--- config.mk ---
export PLATFORM = sky130hd
export DESIGN_NAME = text_console_char_writer
export DESIGN_NICKNAME = d
export VERILOG_FILES = /design/src/hw/rtl/tccw_pkg.sv /design/src/hw/rtl/tccw_ctrl.sv /design/src/hw/rtl/tccw_dp.sv /design/src/hw/rtl/text_console_char_writer.sv
export SDC_FILE = /design/constraint.sdc
export NUM_CORES = 1
export LEC_CHECK = 0
export BUFFER_PORTS_ARGS = -buffer_cell sky130_fd_sc_hd__buf_4
export CORE_AREA = 2 2 124 126
export CTS_BUF_LIST = sky130_fd_sc_hd__clkbuf_16
export DETAILED_ROUTE_END_ITERATION = 10
export DIE_AREA = 0 0 126 128
export PLACE_DENSITY = 0.67
export SLEW_MARGIN = 10
export SYNTH_ARGS = -nofsm -noshare
export SYNTH_HDL_FRONTEND = slang
export SYNTH_HIERARCHICAL = 1
export SYNTH_SLANG_ARGS = --single-unit
--- constraint.sdc ---
create_clock -name clk -period 3.97 [get_ports clk]
set_clock_uncertainty 0.2 [all_clocks]
set_input_delay 0 -clock clk [delete_from_list [all_inputs] [get_ports clk]]
set_output_delay 0 -clock clk [all_outputs]
set_load 0.01 [all_outputs]
--- src/hw/rtl/tccw_pkg.sv ---
// ----------------------------------------------------------------------------
// tccw_pkg: shared types and constants for the text console char writer
// Character codes, result action codes and the control/status bundles that
// pass between the sequencer and the datapath.
// ----------------------------------------------------------------------------
package tccw_pkg;

  // control characters
  localparam logic [7:0] CH_BS    = 8'd8;
  localparam logic [7:0] CH_TAB   = 8'd9;
  localparam logic [7:0] CH_LF    = 8'd10;
  localparam logic [7:0] CH_CR    = 8'd13;
  localparam logic [7:0] CH_SPACE = 8'd32;

  // tab stops every eight columns
  localparam logic [3:0] TAB_STOP = 4'd8;

  // result action codes
  localparam logic [1:0] ACT_WRITE  = 2'd0;
  localparam logic [1:0] ACT_SCROLL = 2'd1;
  localparam logic [1:0] ACT_MOVE   = 2'd2;

  // configuration register indexes
  localparam logic [1:0] REG_ROWS = 2'd0;
  localparam logic [1:0] REG_COLS = 2'd1;
  localparam logic [1:0] REG_FG   = 2'd2;
  localparam logic [1:0] REG_BG   = 2'd3;

  // sequencer to datapath
  typedef struct packed {
    logic load;         // take a new character, clamp the cursor
    logic emit_step;    // produce the main result for the character
    logic emit_scroll;  // produce the scroll result after a wrapping write
  } cmd_t;

  // datapath to sequencer
  typedef struct packed {
    logic single;       // line feed, carriage return or backspace
    logic wrap_scroll;  // a cell write here wraps past the bottom row
    logic step_last;    // no more spaces after this write (no scroll case)
    logic scroll_last;  // no more spaces after the pending scroll
    logic out_free;     // output register can take a result this cycle
  } status_t;

endpackage

--- src/hw/rtl/tccw_ctrl.sv ---
// ----------------------------------------------------------------------------
// tccw_ctrl: sequencer for the text console char writer
// Takes one character while idle, then steps through its results one per
// cycle, waiting whenever the output register is still occupied.
// ----------------------------------------------------------------------------
module tccw_ctrl (
  input  logic             clk,
  input  logic             rst,
  input  logic             s_tvalid,
  output logic             s_tready,
  input  tccw_pkg::status_t status,
  output tccw_pkg::cmd_t   cmd
);

  localparam logic [1:0] ST_IDLE   = 2'd0;
  localparam logic [1:0] ST_STEP   = 2'd1;
  localparam logic [1:0] ST_SCROLL = 2'd2;

  logic [1:0] state;
  logic [1:0] state_next;

  assign s_tready = (state == ST_IDLE);

  // command decode and next state
  always_comb begin
    state_next      = state;
    cmd.load        = 1'b0;
    cmd.emit_step   = 1'b0;
    cmd.emit_scroll = 1'b0;
    case (state)
      ST_IDLE: begin
        if (s_tvalid) begin
          cmd.load   = 1'b1;
          state_next = ST_STEP;
        end
      end
      ST_STEP: begin
        if (status.out_free) begin
          cmd.emit_step = 1'b1;
          if (status.single) begin
            state_next = ST_IDLE;
          end else if (status.wrap_scroll) begin
            state_next = ST_SCROLL;
          end else if (status.step_last) begin
            state_next = ST_IDLE;
          end
        end
      end
      ST_SCROLL: begin
        if (status.out_free) begin
          cmd.emit_scroll = 1'b1;
          state_next      = status.scroll_last ? ST_IDLE : ST_STEP;
        end
      end
      default: begin
        state_next = ST_IDLE;
      end
    endcase
  end

  // state register
  always_ff @(posedge clk) begin
    if (rst) begin
      state <= ST_IDLE;
    end else begin
      state <= state_next;
    end
  end

endmodule

--- src/hw/rtl/tccw_dp.sv ---
// ----------------------------------------------------------------------------
// tccw_dp: datapath for the text console char writer
// Holds the screen settings, the cursor, the current character, the tab
// space count and the output result register.
// ----------------------------------------------------------------------------
module tccw_dp (
  input  logic              clk,
  input  logic              rst,
  input  logic              cfg_we,
  input  logic [1:0]        cfg_index,
  input  logic [7:0]        cfg_data,
  input  logic [7:0]        char_code,
  input  tccw_pkg::cmd_t    cmd,
  output tccw_pkg::status_t status,
  input  logic              m_tready,
  output logic              m_tvalid,
  output logic [55:0]       m_tdata,
  output logic              m_tlast
);

  logic [7:0] screen_rows;
  logic [7:0] screen_cols;
  logic [3:0] fg_color;
  logic [3:0] bg_color;
  logic [7:0] cur_row;
  logic [7:0] cur_col;
  logic [7:0] char_reg;
  logic [3:0] tab_cnt;

  logic       out_valid;
  logic [1:0] out_action;
  logic [7:0] out_cell_row;
  logic [7:0] out_cell_col;
  logic [7:0] out_cell_char;
  logic [7:0] out_cell_attr;
  logic [7:0] out_cursor_row;
  logic [7:0] out_cursor_col;
  logic       out_last;

  logic [7:0] rows_m1;
  logic [7:0] cols_m1;
  logic [7:0] row_clamp;
  logic [7:0] col_clamp;
  logic [7:0] attr;
  logic       is_lf;
  logic       is_cr;
  logic       is_bs;
  logic       is_tab;
  logic       at_end_col;
  logic       at_bottom;
  logic       emit;

  // last row and column index, a zero size counts as one
  assign rows_m1 = (screen_rows == 8'd0) ? 8'd0 : screen_rows - 8'd1;
  assign cols_m1 = (screen_cols == 8'd0) ? 8'd0 : screen_cols - 8'd1;

  // cursor pulled back onto a screen that shrank
  assign row_clamp = (cur_row > rows_m1) ? rows_m1 : cur_row;
  assign col_clamp = (cur_col > cols_m1) ? cols_m1 : cur_col;

  assign attr = {bg_color, fg_color};

  // character decode
  assign is_lf  = (char_reg == tccw_pkg::CH_LF);
  assign is_cr  = (char_reg == tccw_pkg::CH_CR);
  assign is_bs  = (char_reg == tccw_pkg::CH_BS);
  assign is_tab = (char_reg == tccw_pkg::CH_TAB);

  assign at_end_col = (cur_col == cols_m1);
  assign at_bottom  = (cur_row == rows_m1);

  // status back to the sequencer
  assign status.single      = is_lf | is_cr | is_bs;
  assign status.wrap_scroll = at_end_col & at_bottom;
  assign status.step_last   = ~is_tab | (tab_cnt == 4'd1);
  assign status.scroll_last = ~is_tab | (tab_cnt == 4'd0);
  assign status.out_free    = ~out_valid | m_tready;

  assign emit = cmd.emit_step | cmd.emit_scroll;

  // configuration registers
  always_ff @(posedge clk) begin
    if (rst) begin
      screen_rows <= 8'd25;
      screen_cols <= 8'd80;
      fg_color    <= 4'd7;
      bg_color    <= 4'd0;
    end else if (cfg_we) begin
      case (cfg_index)
        tccw_pkg::REG_ROWS: screen_rows <= cfg_data;
        tccw_pkg::REG_COLS: screen_cols <= cfg_data;
        tccw_pkg::REG_FG:   fg_color    <= cfg_data[3:0];
        tccw_pkg::REG_BG:   bg_color    <= cfg_data[3:0];
        default: begin
        end
      endcase
    end
  end

  // cursor: clamp on load, move on each step
  always_ff @(posedge clk) begin
    if (rst) begin
      cur_row <= 8'd0;
      cur_col <= 8'd0;
    end else if (cmd.load) begin
      cur_row <= row_clamp;
      cur_col <= col_clamp;
    end else if (cmd.emit_step) begin
      if (is_lf) begin
        cur_col <= 8'd0;
        if (!at_bottom) begin
          cur_row <= cur_row + 8'd1;
        end
      end else if (is_cr) begin
        cur_col <= 8'd0;
      end else if (is_bs) begin
        if (cur_col != 8'd0) begin
          cur_col <= cur_col - 8'd1;
        end
      end else if (at_end_col) begin
        cur_col <= 8'd0;
        if (!at_bottom) begin
          cur_row <= cur_row + 8'd1;
        end
      end else begin
        cur_col <= cur_col + 8'd1;
      end
    end
  end

  // current character and remaining tab spaces
  always_ff @(posedge clk) begin
    if (cmd.load) begin
      char_reg <= char_code;
      tab_cnt  <= tccw_pkg::TAB_STOP - {1'b0, col_clamp[2:0]};
    end else if (cmd.emit_step && is_tab) begin
      tab_cnt <= tab_cnt - 4'd1;
    end
  end

  // output valid flag
  always_ff @(posedge clk) begin
    if (rst) begin
      out_valid <= 1'b0;
    end else if (emit) begin
      out_valid <= 1'b1;
    end else if (m_tready) begin
      out_valid <= 1'b0;
    end
  end

  // output result payload
  always_ff @(posedge clk) begin
    if (cmd.emit_scroll) begin
      out_action     <= tccw_pkg::ACT_SCROLL;
      out_cell_row   <= 8'd0;
      out_cell_col   <= 8'd0;
      out_cell_char  <= 8'd0;
      out_cell_attr  <= attr;
      out_cursor_row <= cur_row;
      out_cursor_col <= cur_col;
      out_last       <= status.scroll_last;
    end else if (cmd.emit_step) begin
      out_cell_row   <= 8'd0;
      out_cell_col   <= 8'd0;
      out_cell_char  <= 8'd0;
      out_cell_attr  <= 8'd0;
      out_cursor_row <= cur_row;
      out_cursor_col <= 8'd0;
      out_last       <= 1'b1;
      out_action     <= tccw_pkg::ACT_MOVE;
      if (is_lf) begin
        if (at_bottom) begin
          out_action    <= tccw_pkg::ACT_SCROLL;
          out_cell_attr <= attr;
        end else begin
          out_cursor_row <= cur_row + 8'd1;
        end
      end else if (is_cr) begin
        out_cursor_col <= 8'd0;
      end else if (is_bs) begin
        out_cursor_col <= (cur_col == 8'd0) ? 8'd0 : cur_col - 8'd1;
      end else begin
        // cell write, cursor after advance and wrap
        out_action    <= tccw_pkg::ACT_WRITE;
        out_cell_row  <= cur_row;
        out_cell_col  <= cur_col;
        out_cell_char <= is_tab ? tccw_pkg::CH_SPACE : char_reg;
        out_cell_attr <= attr;
        out_last      <= status.step_last & ~status.wrap_scroll;
        if (at_end_col) begin
          out_cursor_col <= 8'd0;
          if (!at_bottom) begin
            out_cursor_row <= cur_row + 8'd1;
          end
        end else begin
          out_cursor_col <= cur_col + 8'd1;
        end
      end
    end
  end

  assign m_tvalid = out_valid;
  assign m_tlast  = out_last;
  assign m_tdata  = {6'd0, out_cursor_col, out_cursor_row, out_cell_attr,
                     out_cell_char, out_cell_col, out_cell_row, out_action};

endmodule

--- src/hw/rtl/text_console_char_writer.sv ---
// ----------------------------------------------------------------------------
// text_console_char_writer: text screen cursor and cell writer
// Turns a stream of character codes into cell writes, scroll commands and
// cursor moves for a text-mode screen.
// ----------------------------------------------------------------------------
// Usage:
//   s_* takes one character per item (s_tdata[7:0]). m_* gives result items;
//   m_tlast marks the final result of a character. A printed character gives
//   a write, plus a scroll when it wraps past the bottom row; a tab gives this
//   for each space up to the next multiple of eight columns (up to 16
//   results); line feed, carriage return and backspace give one result each.
//   The cfg_* port writes screen size and colors; write it only while idle.
// Timing:
//   a character is first loaded and the cursor clamped, then its results
//   follow one per cycle while the output is not stalled. The sequencer
//   handles one character at a time; s_tready is high only while it is idle.
// Reset and stall:
//   reset puts the cursor at row 0, column 0 and the settings to 25 rows,
//   80 columns, light grey on black. A held result stays in the output
//   register and the sequencer waits until the receiver takes it.
// ----------------------------------------------------------------------------
module text_console_char_writer (
  input  logic        clk,
  input  logic        rst,
  // config: 0 rows, 1 columns, 2 foreground, 3 background
  input  logic        cfg_we,
  input  logic [1:0]  cfg_index,
  input  logic [7:0]  cfg_data,
  input  logic        s_tvalid,
  output logic        s_tready,
  input  logic [7:0]  s_tdata,   // [7:0] char_code
  output logic        m_tvalid,
  input  logic        m_tready,
  // [1:0] action, [9:2] cell_row, [17:10] cell_col, [25:18] cell_char,
  // [33:26] cell_attr, [41:34] cursor_row, [49:42] cursor_col, rest zero
  output logic [55:0] m_tdata,
  output logic        m_tlast    // last result of a character
);

  tccw_pkg::cmd_t    cmd;
  tccw_pkg::status_t status;

  // sequencer
  tccw_ctrl u_ctrl (
    .clk      (clk),
    .rst      (rst),
    .s_tvalid (s_tvalid),
    .s_tready (s_tready),
    .status   (status),
    .cmd      (cmd)
  );

  // datapath
  tccw_dp u_dp (
    .clk       (clk),
    .rst       (rst),
    .cfg_we    (cfg_we),
    .cfg_index (cfg_index),
    .cfg_data  (cfg_data),
    .char_code (s_tdata),
    .cmd       (cmd),
    .status    (status),
    .m_tready  (m_tready),
    .m_tvalid  (m_tvalid),
    .m_tdata   (m_tdata),
    .m_tlast   (m_tlast)
  );

endmodule

# Word level (Yosys, flattened, before mapping)

Index checks and enable logic that the tools add are counted.

Add/subtract/negate cells: 7
Order comparisons: 2
Equality and inequality tests: 19
Muxes and demuxes: 67
Bitwise gates (word level): 11
Reduce and logical (&&, ||, !) cells: 20

Operator list:

| kind                | number |
|---|---|
| $mux 8              | 41 |
| $eq 8x4->1 const B  | 4 |
| $logic_not 8->1     | 3 |
| $sub 8x1->8 const B | 3 |
| $mux 2              | 10 |
| $add 8x1->8 const B | 2 |
| $eq 8x8->1          | 2 |
| $gt 8x8->1          | 2 |
| $mux 1              | 13 |
| $reduce_and 2->1    | 6 |
| $mux 4              | 2 |
| $reduce_bool 2->1   | 4 |
| $reduce_bool 8->1   | 1 |
| $eq 2x2->1 const B  | 3 |
| $ne 2x2->1 const B  | 3 |
| $or 1x1->1          | 6 |
| $pmux 2 s3          | 1 |
| $ne 5x3->1 const B  | 1 |
| $eq 2x1->1 const B  | 2 |
| $eq 4x1->1 const B  | 1 |
| $logic_not 2->1     | 2 |
| $logic_not 4->1     | 1 |
| $ne 2x1->1 const B  | 2 |
| $ne 4x2->1 const B  | 1 |
| 7 further kinds     | 10 |

Flip-flop bits (word level): 106
Input bits: 23
Output and inout port bits: 59
Logic and storage cells: 145

# Depth between registers and ports, before layout

Word-level depth: 11
Depth in mapped cells: 17
Mapped depth without buffers: 15

# Cells and area by module

The synthesis kept the hierarchy.

Modules (own cells, without submodules):

| module    | instances | cells each | area an instance (um^2) | sequential area each (um^2) |
|---|---|---|---|---|
| tccw_dp   | 1         | 617        | 5,693.0                 | 2,452.4 |
| tccw_ctrl | 1         | 14         | 130.1                   | 40.0 |

# Worst setup path after synthesis

OpenSTA, ideal clock, no wires.

Path type: register to register
Start: register u_dp.screen_cols[2]
End: register u_dp.tab_cnt[2] (data pin)
Library setup time: 0.271 ns
Data arrival time: 3.547 ns
Required time: 3.499 ns
Path slack: -0.049 ns
Stages on the path, launching flop included: 16
Path buffers: 2
Period minus slack after synthesis: 4.019 ns
Cell sequence: dfxtp_1 -> or4_4 -> or4_1 -> nor3_1 -> a21oi_1 -> ha_1 -> nand4_1 -> or2_1 -> clkbuf_1 -> o21a_1 -> buf_2 -> mux2_2 -> ha_1 -> or3_1 -> a21oi_1 -> a211oi_1

Word-level cells in the longest chain between the ends: 6
Elaborated cells on any way between the ends: 7
Those cells by class: add/sub (2); order compare (1); mux (3); reduce/logical (1)

RTL lines:

| item                                                  | line           | source |
|---|---|---|
| start: declaration                                    | tccw_dp.sv:22  | `logic [7:0] screen_cols;` |
| start signal: assignment                              | tccw_dp.sv:91  | `tccw_pkg::REG_COLS: screen_cols <= cfg_data;` |
| $sub 8x1->8 / $logic_not 8->1 (equally long branches) | tccw_dp.sv:55  | `assign cols_m1 = (screen_cols == 8'd0) ? 8'd0 : screen_cols - 8'd1;` |
| $mux 8 *                                              | tccw_dp.sv:55  |  |
| $gt 8x8->1                                            | tccw_dp.sv:59  | `assign col_clamp = (cur_col > cols_m1) ? cols_m1 : cur_col;` |
| $mux 8 *                                              | tccw_dp.sv:59  |  |
| $sub 4x3->4 *                                         | tccw_dp.sv:135 | `tab_cnt <= tccw_pkg::TAB_STOP - {1'b0, col_clamp[2:0]};` |
| $mux 4 *                                              | tccw_dp.sv:133 | `if (cmd.load) begin` |
| end signal: assignment                                | tccw_dp.sv:135 |  |
| end signal: assignment                                | tccw_dp.sv:137 | `tab_cnt <= tab_cnt - 4'd1;` |
| end: declaration                                      | tccw_dp.sv:28  | `logic [3:0] tab_cnt;` |

Every way passes the cells marked *; elsewhere a longest branch is shown, timed or not. The select of a mux whose other input is x is not followed.
A chain may end at the register's enable or synchronous reset.

# Final worst setup path

Start: register u_dp.screen_cols[1]
End: register u_dp.tab_cnt[2] (data pin)

Same word-level chain as after synthesis.

==> reports/results.tsv <==
stage	metric	value	unit
routing	via count	5388	
outcome	violated checks	negative setup slack	
routing	vias per std cell	5.76	
yosys	top_reg_cell synth	sky130_fd_sc_hd__dfxtp_1	
timing	final max-slew violation count	0	
global_route	Overflow after GRT	0	
placed_design	pre-CTS WS	-0.0247	ns
routing	Detailed Route Iter0 Violations	353	
timing	final hold vios	0	
yosys	share of the yosys chip area belonging to registers	42.8	%
worst_setup_path	Top Family by Delay on Critical Path	simple AND/OR/NAND/NOR gates	
die	placeable core area	0.0149	mm2
routing	DRC Markers	0	
yosys	number of enable flip-flop cells after synthesis	37	
clock_network	Clk Latency, worst-skew pair	0.37	ns
timing	final setup vio count	1	
outcome	run status	finished with violations	
worst_setup_path	maximum fanout along the worst path	4	
yosys	library cell with the largest summed area after synthesis	sky130_fd_sc_hd__dfxtp_1	
worst_setup_path	Data required, critical path	3.86	ns
placed_design	Port-buffer cells	75	
timing	unrepaired setup endpoints after global routing	true	
timing	fin crit share	101	%
timing	Relative slew margins	23.7	%
worst_setup_path	largest incremental delay on the critical path	0.54	ns
routing	drt total wl	16.6	mm
timing	FMAX	0.250	GHz
timing	PnR worst setup slack	-0.0329	ns
clock_network	largest buffer count on any clock path	2	
clock_network	TritonCTS clock tree	done	
finish	number of nets in the layout	790	
yosys	post-synthesis area per instance	9.23	um2
global_route	overall fraction of global-route tracks in use	20.4	%
global_route	via count of the first global-routing pass	5292	
timing	clock period minus final worst setup slack	4.00	ns
clock_network	CTS buffer count	9	
yosys	top cells by area, synth	sky130_fd_sc_hd__dfxtp_1, sky130_fd_sc_hd__edfxtp_1, sky130_fd_sc_hd__ha_1	
placed_design	placed instance count	883	
worst_setup_path	buffers and inverters on the worst path	1	
power	Worst VDD drop	0.251	mV
global_route	initial antenna violation count	0	
power	pwr/cell area	406	mW/mm2
yosys	Yosys warning total	6	
worst_setup_path	Setup crit end kind	flip-flop	
finish	most common cell after layout, fill and taps aside	sky130_fd_sc_hd__buf_4	
routing	detailed-route wire length per cell	17.8	um
placed_design	GPL Wtd Cong	0.929	
yosys	number of library cell types mapped by synthesis	76	
die	vertical extent of the die	128	um
yosys	async set-or-reset flop fraction in the synthesized netlist	0	%
worst_setup_path	arrival time of the worst setup path	3.89	ns
yosys	number of cells produced by synthesis	631	
worst_setup_path	Levels on crit path	14	
worst_setup_path	reg2reg path depth	14	
yosys	Yosys reg bits	106	
clock_network	CTS HTree Levels	3	
worst_setup_path	type of element launching the critical path	flip-flop	
worst_setup_path	Crit Path Class	flip-flop to flip-flop	
worst_setup_path	critical path, cell by cell	or4_4, or4_4, nor3_4, a21oi_2, ha_1, nand4_1, or2_1, o21a_1, buf_6, mux2i_4, ha_2, or3_4, a21oi_4, a211oi_2	
finish	proportion of layout cells with a drive suffix above 1	21.7	%
yosys	proportion of netlist area held by the largest area contributor	23.7	%
clock_network	Clk pin slew, worst setup/hold paths	0.08	ns
worst_setup_path	cell with the biggest individual delay on the critical path	sky130_fd_sc_hd__or4_4	
worst_setup_path	cell seen most often among critical-path stages	sky130_fd_sc_hd__or4_4	
clock_network	Sinks on Clock Net	106	
die	effective utilization at floorplan	39.2	%
finish	most used cells in the layout excluding fill and tap cells	sky130_fd_sc_hd__buf_4, sky130_fd_sc_hd__dfxtp_1, sky130_fd_sc_hd__nand2_1	
clock_network	root buffer cell	sky130_fd_sc_hd__clkbuf_16	
placed_design	Detailed Place HPWL	11.4	mm
routing	number of routed nets with antenna violations	0	
timing	Worst Tran Pin Value	1.14	ns
global_route	wire length of the first global-routing pass	26.4	mm
die	area of the die	0.0161	mm2
min_path	hold depth	2	
die	number of placement rows	45	
die	IO Pins	82	
run	number of maximum-capacitance violations	0	
global_route	pin count of the biggest net entering global routing	34	
min_path	min-delay worst type	input port to flip-flop	
power	total leakage power	2.97	nW
yosys	post-synth design cell area	0.00582	mm2
finish	Layout fillers	1355	
finish	antenna cell count	0	
routing	first drt pass iteration count	5	
die	die width	126	um
finish	final std cells w/o fill	935	
finish	Layout area overhead	27.6	%
timing	setup tns final	-0.0329	ns
cell usage after synthesis (4+ instances only):
cell and n:
sky130_fd_sc_hd__a21o_1 10, sky130_fd_sc_hd__nand3b_1 4, sky130_fd_sc_hd__a211oi_1 7, sky130_fd_sc_hd__nand3_1 19, sky130_fd_sc_hd__nor2b_1 11, sky130_fd_sc_hd__mux2_2 5, sky130_fd_sc_hd__and3_1 4, sky130_fd_sc_hd__o31ai_1 6
sky130_fd_sc_hd__nor4_1 6, sky130_fd_sc_hd__and2_1 5, sky130_fd_sc_hd__mux2i_1 22, sky130_fd_sc_hd__xor2_1 10, sky130_fd_sc_hd__or3_1 8, sky130_fd_sc_hd__nand4_1 7, sky130_fd_sc_hd__buf_2 5, sky130_fd_sc_hd__a21oi_1 36
sky130_fd_sc_hd__a311oi_1 4, sky130_fd_sc_hd__buf_4 6, sky130_fd_sc_hd__nor3b_1 5, sky130_fd_sc_hd__or2_2 4, sky130_fd_sc_hd__nor2_1 57, sky130_fd_sc_hd__clkbuf_1 28, sky130_fd_sc_hd__a22o_1 19, sky130_fd_sc_hd__o211ai_1 6
sky130_fd_sc_hd__o21ai_0 22, sky130_fd_sc_hd__ha_1 25, sky130_fd_sc_hd__o21a_1 5, sky130_fd_sc_hd__nor3_1 14, sky130_fd_sc_hd__nand2_1 68, sky130_fd_sc_hd__o22ai_1 4, sky130_fd_sc_hd__inv_1 17, sky130_fd_sc_hd__edfxtp_1 37
sky130_fd_sc_hd__nand2b_1 6, sky130_fd_sc_hd__xnor2_1 7, sky130_fd_sc_hd__dfxtp_1 69, sky130_fd_sc_hd__a31oi_1 7
metal layers:
metal | routed length, um | part of all wire (%) | up-vias | global-route usage [%]
met2 | 8260 | 50 | 176 | 35.2
met4 | 592 | 3.6 | 0 | 11.1
met1 | 7130 | 43 | 2623 | 24.7
met5 | 0 | 0 | - | 0
li1 | - | - | 2544 | -
met3 | 635 | 3.8 | 45 | 2.71
cells by family (layout without fill, tap and decap cells):
group	count (synthesis)	after routing	share of synthesized area [%]
adder cells (fa/ha/maj)	25	25	5.37
buffers and inverters	59	170	4.30
flip-flops	106	106	42.8
AO/OA/AOI/OAI	161	161	19.7
multiplexers	27	27	4.75
XOR/XNOR	17	17	2.56
AND/OR/NAND/NOR	235	235	20.4
other	1	6	0.0644
worst paths after layout:
| path | startpoint | to | slack, ns |
|---|---|---|---|
| max | u_dp/screen_cols[1] | u_dp/tab_cnt[2] | -0.03 |
| min | s_tdata[5] | u_dp/char_reg[5] | 0.15 |
| max reg2reg | u_dp/screen_cols[1] | u_dp/tab_cnt[2] | -0.03 |
| min reg2reg | u_dp/out_cell_char[5] | u_dp/out_cell_char[5] | 0.25 |
layout make-up:
type	count	area, um2	area share (%)
multi-input combinational	471	3230	43.4
sequential	106	2490	33.6
timing repair buffer	136	1100	14.9
inverter	18	67.6	0.909
clock buffer	9	225	3.03
clock inverter	7	78.8	1.06
tap	188	235	3.17
timing repair:
action | 4_1_cts | 5_1_grt
pin swaps | 3 | 12
buffers inserted | 0 | 4
resized for setup | 4 | 22
endpoints found under the hold margin | 45 | 0
endpoints found under the setup margin | 1 | 9
hold buffers | 32 | 0
power breakdown:
| part | internal, mW | leakage, nW | switching [mW] | total (mW) |
|---|---|---|---|---|
| sequential | 1.24 | 0.910 | 0.109 | 1.35 |
| clock | 0.496 | 0.149 | 0.435 | 0.931 |
| combinational | 0.362 | 1.92 | 0.377 | 0.739 |
| total | 2.10 | 2.97 | 0.920 | 3.02 |
stage by stage:
step                util, %  hold slack [ns]  area, um2  total power [mW]
floorplan                 -           -0.123       5860              1.76
global placement       44.8          -0.0207       6660              2.01
detailed placement     44.8          -0.0201       6660              2.03
CTS                    49.1            0.142       7300              3.00
global route           50.0            0.156       7430              3.16
finish                 50.0            0.149       7430              3.02
Note: power is estimated with default switching activity, not from simulation.
